File: config.mk
export PLATFORM = sky130hd
export DESIGN_NAME = ipd_frame_demux
export DESIGN_NICKNAME = d
export VERILOG_FILES = /design/src/hw/rtl/ipd_pkg.sv /design/src/hw/rtl/ipd_frame_demux.sv
export VERILOG_INCLUDE_DIRS = /design/src /design/src/hw/rtl
export SDC_FILE = /design/constraint.sdc
export NUM_CORES = 1
export LEC_CHECK = 0
export ABC_AREA = 0
export BUFFER_PORTS_ARGS = -buffer_cell sky130_fd_sc_hd__buf_4
export CORE_ASPECT_RATIO = 1.5
export CORE_MARGIN = 2
export CORE_UTILIZATION = 36
export CTS_CLUSTER_DIAMETER = 50
export DETAILED_ROUTE_END_ITERATION = 8
export SKIP_LAST_GASP = 1
export SYNTH_ARGS = -nofsm -noshare
export SYNTH_HDL_FRONTEND = slang
export SYNTH_SLANG_ARGS = --single-unit
File: constraint.sdc
create_clock -name clk -period 8.15 [get_ports clk]
set_clock_uncertainty 0.15 [all_clocks]
set_input_delay 1.63 -clock clk [delete_from_list [all_inputs] [get_ports clk]]
set_output_delay 1.63 -clock clk [all_outputs]
set_load 0.01 [all_outputs]
File: src/hw/rtl/assert_macros.svh
//------------------------------------------------------------------------------
// assert_macros.svh
// concurrent assertion helpers for the rtl
//------------------------------------------------------------------------------
`ifndef ASSERT_MACROS_SVH
`define ASSERT_MACROS_SVH

// property must hold at every rising clock edge outside reset
`define ASSERT_CLK(lbl, clk, rstn, prop, msg) \
	lbl: assert property (@(posedge clk) disable iff (!rstn) prop) else $error(msg);

// expression must never be true outside reset
`define ASSERT_NEVER(lbl, clk, rstn, expr, msg) \
	lbl: assert property (@(posedge clk) disable iff (!rstn) !(expr)) else $error(msg);

`endif

File: src/hw/rtl/ipd_pkg.sv
//------------------------------------------------------------------------------
// ipd_pkg
// types and constants of the length-prefixed frame demultiplexer
//------------------------------------------------------------------------------
`timescale 1ns / 1ps
`default_nettype none

package ipd_pkg;

	localparam int LEN_WIDTH_DEF     = 16;
	localparam int MAX_LEN_CHARS_DEF = 15;

	typedef enum logic [1:0] {
		ROUTE_CMD     = 2'd0,
		ROUTE_PAYLOAD = 2'd1,
		ROUTE_DROP    = 2'd2
	} route_t;

	// "+IPD" with the oldest byte highest, ',' completes the pattern
	localparam logic [31:0] PATTERN_HEAD = 32'h2B49_5044;
	localparam logic [7:0]  PATTERN_TAIL = 8'h2C;
	localparam logic [7:0]  LEN_END      = 8'h3A;
	localparam logic [7:0]  DIGIT_ZERO   = 8'h30;
	localparam logic [7:0]  DIGIT_NINE   = 8'h39;

endpackage

`default_nettype wire

File: src/hw/rtl/ipd_frame_demux.sv
// the result beat is registered and valid in the cycle after its input beat is accepted
// throughput: one beat per cycle, the result register refills while it drains
// the input stalls only while the result register is full and stalled
// reset: asynchronous, active low, clears routing state, the byte window and
// the length and payload counters, and empties the result register
//------------------------------------------------------------------------------
// ipd_frame_demux
// splits a modem byte stream into command-response bytes, dropped length
// header bytes and length-delimited payload bytes
//------------------------------------------------------------------------------
`timescale 1ns / 1ps
`default_nettype none

`include "assert_macros.svh"

module ipd_frame_demux #(
	parameter int LEN_WIDTH     = ipd_pkg::LEN_WIDTH_DEF,
	parameter int MAX_LEN_CHARS = ipd_pkg::MAX_LEN_CHARS_DEF
) (
	input  wire logic           clk,
	input  wire logic           arst_n,
	input  wire logic           byte_valid,
	output logic                byte_stall,
	input  wire logic [7:0]     rx_byte,
	output logic                res_valid,
	input  wire logic           res_stall,
	output ipd_pkg::route_t     route,
	output logic [7:0]          out_byte,
	output logic                payload_last
);

	import ipd_pkg::*;

	typedef enum logic [1:0] {
		MODE_NORMAL  = 2'd0,
		MODE_LENGTH  = 2'd1,
		MODE_PAYLOAD = 2'd2
	} mode_t;

	localparam logic [LEN_WIDTH-1:0] LEN_MAX   = {LEN_WIDTH{1'b1}};
	localparam logic [3:0]           CHARS_MAX = 4'(MAX_LEN_CHARS);

	mode_t                mode_q, mode_d;
	logic [31:0]          recent_q, recent_d;
	logic [LEN_WIDTH-1:0] accum_q, accum_d;
	logic [3:0]           chars_q, chars_d;
	logic                 ended_q, ended_d;
	logic [LEN_WIDTH-1:0] left_q, left_d;

	route_t               route_d;
	logic                 last_d;
	logic                 byte_fire;
	logic                 is_digit;
	logic [LEN_WIDTH+3:0] mac;
	logic [LEN_WIDTH-1:0] left_dec;

	assign byte_stall = res_valid & res_stall;
	assign byte_fire  = byte_valid & ~byte_stall;

	assign is_digit = (rx_byte >= DIGIT_ZERO) && (rx_byte <= DIGIT_NINE);
	// acc * 10 + digit, saturated below
	assign mac = ({4'd0, accum_q} << 3) + ({4'd0, accum_q} << 1)
		+ (LEN_WIDTH+4)'(rx_byte - DIGIT_ZERO);
	assign left_dec = (left_q != '0) ? left_q - LEN_WIDTH'(1) : left_q;

	always_comb begin
		mode_d   = mode_q;
		recent_d = recent_q;
		accum_d  = accum_q;
		chars_d  = chars_q;
		ended_d  = ended_q;
		left_d   = left_q;
		route_d  = ROUTE_CMD;
		last_d   = 1'b0;
		case (mode_q)
			MODE_LENGTH: begin
				route_d = ROUTE_DROP;
				if (rx_byte == LEN_END) begin
					if (accum_q == '0) begin
						mode_d = MODE_NORMAL;
					end else begin
						left_d = accum_q;
						mode_d = MODE_PAYLOAD;
					end
				end else if (chars_q < CHARS_MAX) begin
					chars_d = chars_q + 4'd1;
					if (!ended_q && is_digit) begin
						accum_d = (mac[LEN_WIDTH+3:LEN_WIDTH] != 4'd0) ? LEN_MAX
							: mac[LEN_WIDTH-1:0];
					end else begin
						ended_d = 1'b1;
					end
				end
			end
			MODE_PAYLOAD: begin
				route_d = ROUTE_PAYLOAD;
				left_d  = left_dec;
				if (left_dec == '0) begin
					last_d = 1'b1;
					mode_d = MODE_NORMAL;
				end
			end
			default: begin
				mode_d = MODE_NORMAL;
				if (recent_q == PATTERN_HEAD && rx_byte == PATTERN_TAIL) begin
					mode_d   = MODE_LENGTH;
					recent_d = '0;
					accum_d  = '0;
					chars_d  = '0;
					ended_d  = 1'b0;
				end else begin
					recent_d = {recent_q[23:0], rx_byte};
				end
			end
		endcase
	end

	always_ff @(posedge clk or negedge arst_n) begin
		if (!arst_n) begin
			mode_q    <= MODE_NORMAL;
			recent_q  <= '0;
			accum_q   <= '0;
			chars_q   <= '0;
			ended_q   <= 1'b0;
			left_q    <= '0;
			res_valid <= 1'b0;
		end else begin
			if (byte_fire) begin
				mode_q   <= mode_d;
				recent_q <= recent_d;
				accum_q  <= accum_d;
				chars_q  <= chars_d;
				ended_q  <= ended_d;
				left_q   <= left_d;
			end
			if (byte_fire) begin
				res_valid <= 1'b1;
			end else if (!res_stall) begin
				res_valid <= 1'b0;
			end
		end
	end

	// result payload, loaded with each accepted beat
	always_ff @(posedge clk) begin
		if (byte_fire) begin
			route        <= route_d;
			out_byte     <= rx_byte;
			payload_last <= last_d;
		end
	end

	`ASSERT_CLK(a_last_is_payload, clk, arst_n,
		res_valid && payload_last |-> route == ROUTE_PAYLOAD, "last flag outside payload")
	`ASSERT_CLK(a_payload_left, clk, arst_n,
		mode_q == MODE_PAYLOAD |-> left_q != '0, "payload mode with no bytes left")
	`ASSERT_CLK(a_length_drops, clk, arst_n,
		byte_fire && mode_q == MODE_LENGTH |=> res_valid && route == ROUTE_DROP && !payload_last,
		"length text beat not dropped")
	`ASSERT_CLK(a_payload_route, clk, arst_n,
		byte_fire && mode_q == MODE_PAYLOAD |=> res_valid && route == ROUTE_PAYLOAD,
		"payload beat misrouted")

endmodule

`default_nettype wire
==> impl_metrics.toml <==
[status]
outcome = "complete, no violations"

[pwr]
p_seq_frac = 0.409
leakagePower_uw = 0.002888
cellInternalPower_uw = 824.8
pwr-share-comb = 0.268
peakVddDrop_uv = 101.3
clockPowerShare = 0.323
p_per_area_nw_per_um2 = 202.9
netSwitchingPower_uw = 446.9
p_sw_frac = 0.3514

[grt]
track_usage = 0.1821
grt_overflow_total = 0
grt_pass1_wl_um = 23970
grt_max_degree = 73
grt_pass1_vias = 4678
antenna_found_initial = 0

[sta]
grt_setup_unrepaired = "false"
min_period_over_period = 0.6964
maxSlewViolCount = 0
tns_ns = 0
setup_viol = 0
fin_crit_ns = 5.676
hold_violations = 0
tightest_slew_ns = 1.102
fmax_mhz = 176.2
relSlewSlack = 0.2585

[logic_synthesis]
synth-async-reset-ratio = 0.8675
ys_ff_latch = 83
syn_inst = 635
netlist.area_leader.share = 0.3180
synth_edf_count = 11
syn_avg_cell_area_um2 = 8.922
synth_top_cell_by_area = "dfrtp_1"
netlist_top_cells_area = "dfrtp_1 (32%), nand2_1 (8.1%), ha_1 (6.2%), edfxtp_1 (5.8%), fa_1 (5.3%)"
netlist_top_cells_count = "nand2_1 (122), dfrtp_1 (72), o21ai_0 (39), inv_1 (35), a21oi_1 (32)"
synth_seq_area_share = 0.3763
synth_warnings = 0
syn_nets = 690
syn_area_um2 = 5665
synth_ff_type = "dfrtp_1"
ys_types = 76
synth.most_common_cell = "nand2_1"

[job]
cap_violations = 0

[cells_and_area]
synthToLayoutAreaGrowth_pct = 10.64
nNetsFinal = 694
drive_above_1_share = 0.09161
final_util = 0.4030
n_antenna_cell = 0
final_cell_area_um2 = 6269

[worst_setup_path]
reg2reg_depth = 11
worst-r2r-setup-slack_ns = 4.21
r2r-start = "accum_q[10]$_DFFE_PN0P_"
path_cells = "buf_4 > ha_1 > or3_1 > inv_1 > fa_1 > ha_1 > and3_2 > and4b_1 > or4_1 > or3_1 > a32oi_2 > a21oi_2 > a211o_1"
critPathTopFamily = "simple AND/OR/NAND/NOR gates"
arrival_ns = 5.75
crit_path_start_kind = "input pin"
cp_slowest_cell = "fa_1"
cp-end-kind = "flip-flop"
path_max_fanout = 13
cp_data_required_time_ns = 8.22
max_stage_delay_ns = 0.49
path_class = "input pin to flip-flop"
r2r-end = "accum_q[3]$_DFFE_PN0P_"
crit_buf_inv = 2

[placed_design]
numPortBuffers = 24
dpl.hpwl_um = 11020
place_congestion = 0.8917
place_area_um2 = 5969

[floorplanning]
io-pin-count = 25
die-area_um2 = 16780
rows = 56
coreArea_um2 = 15550
die_y_um = 157.6
die_w_um = 106.4
initial_utilization = 0.3642

[cts]
cts_made_buffers = 9
cts.reportedPaths.clkPinSlew_ns = 0.07
cts.repair.resized = 0
ctsRootBufferMaster = "clkbuf_16"
clkLatencyLatePin_ns = 0.35
clkSinkCount = 83
ctsHtreeMaxLevel = 3
clockBufferDepth = 2
cts_tree = "done"
post_cts_buffers = 0
holdBufCountCts = 0

[routing]
drc = 0
drtAntennaViolNets = 0
wl_per_cell_um = 17.33
drt_wl_total_um = 14680
drt_iter0_drc = 266
drt_pass1_iterations = 5
avgViaCountPerCell = 5.685
vias = 4815

[min_path]
hold_depth = 2
hold_end = "recent_q[29]$_DFFE_PN0P_"
min_from = "recent_q[29]$_DFFE_PN0P_"
hold_class = "flip-flop to flip-flop"
[power groups by stage]
| stage | Combinational (uW) | Sequential [uW] | Clock, uW |
|---|---|---|---|
| floorplan | 269 | 505 | 0 |
| global placement | 335 | 526 | 0 |
| detailed placement | 340 | 528 | 0 |
| CTS | 342 | 520 | 417 |
| global route | 387 | 527 | 436 |
| finish | 341 | 520 | 411 |
[worst min-delay path: stages, from the launching register on]
cell and delay [ns]:
dfrtp_1 0.35, nand2_1 0.05, nand2_1 0.05
[worst max path at each step]
stage | slack [ns] | depth (start not counted) | start | end
4_1_cts | 2.46 | 13 | rx_byte[4] | accum_q[12]$_DFFE_PN0P_
2_1_floorplan | 2.60 | 13 | rx_byte[4] | accum_q[6]$_DFFE_PN0P_
3_3_place_gp | 2.17 | 13 | rx_byte[4] | accum_q[3]$_DFFE_PN0P_
5_1_grt | 2.29 | 13 | rx_byte[4] | accum_q[6]$_DFFE_PN0P_
3_5_place_dp | 2.11 | 13 | rx_byte[4] | accum_q[3]$_DFFE_PN0P_
6_report | 2.47 | 13 | rx_byte[4] | accum_q[3]$_DFFE_PN0P_
[layout by cell type (no fill, tap or decap), drive strengths merged, types with 4 or more instances in the layout]
cell type,netlist,layout
xor2,4,4
inv,35,39
nand4,8,8
nor3,17,17
o21ai,40,40
a22oi,8,8
a21boi,4,4
nor4,13,13
o22ai,10,10
o21a,5,5
nor2b,4,4
and3,9,9
nor2,31,31
clkbuf,27,9
or4,7,7
nand3,16,16
nand2,123,123
a221o,11,11
nor4b,6,6
edfxtp,11,11
o211ai,7,7
a211o,6,6
a211oi,7,7
fa,15,15
ha,28,28
buf,5,25
a21oi,33,33
dfrtp,72,72
o31ai,5,5
xnor2,7,7
[flip-flops by register name (all words and copies together) (netlist names)]
name,flops
res_valid,1
left_q,16
recent_q,32
out_byte,8
accum_q,16
route,2
ended_q,1
mode_q,2
payload_last,1
chars_q,4
[area by class of cell]
type	instances	area (um^2)
clock inverters	7	73.82
fillers	1587	9286
clock buffers	9	225.2
inverters	35	131.4
well taps	203	254.0
multi-input cells	485	3264
flip-flops and latches	83	2132
repair buffers	25	187.7
[cell families after synthesis]
group | synth area share
buf+inv | 0.04748
fa+ha+maj | 0.1148
simple gates | 0.2328
mux | 0.01016
flops | 0.3763
xor+xnor | 0.01700
compound gates | 0.2014
[metal layers]
layer / share of wire / global-route usage / wire (um)
met5: 0 / 0 / 0
met4: 0.031 / 0.08225 / 452
met3: 0.022 / 0.02058 / 321
met2: 0.53 / 0.3306 / 7776
met1: 0.42 / 0.2150 / 6129
[per-stage QoR]
stage	instances	hold WS [ns]	total power, uW	setup WS, ns
2_1_floorplan	635	0.2881	773.3	2.599
3_3_place_gp	831	0.3058	860.8	2.175
3_5_place_dp	831	0.3177	867.7	2.109
4_1_cts	847	0.3369	1278	2.456
5_1_grt	847	0.3671	1351	2.289
6_report	847	0.3326	1272	2.474
(Power assumes the default switching activity.)
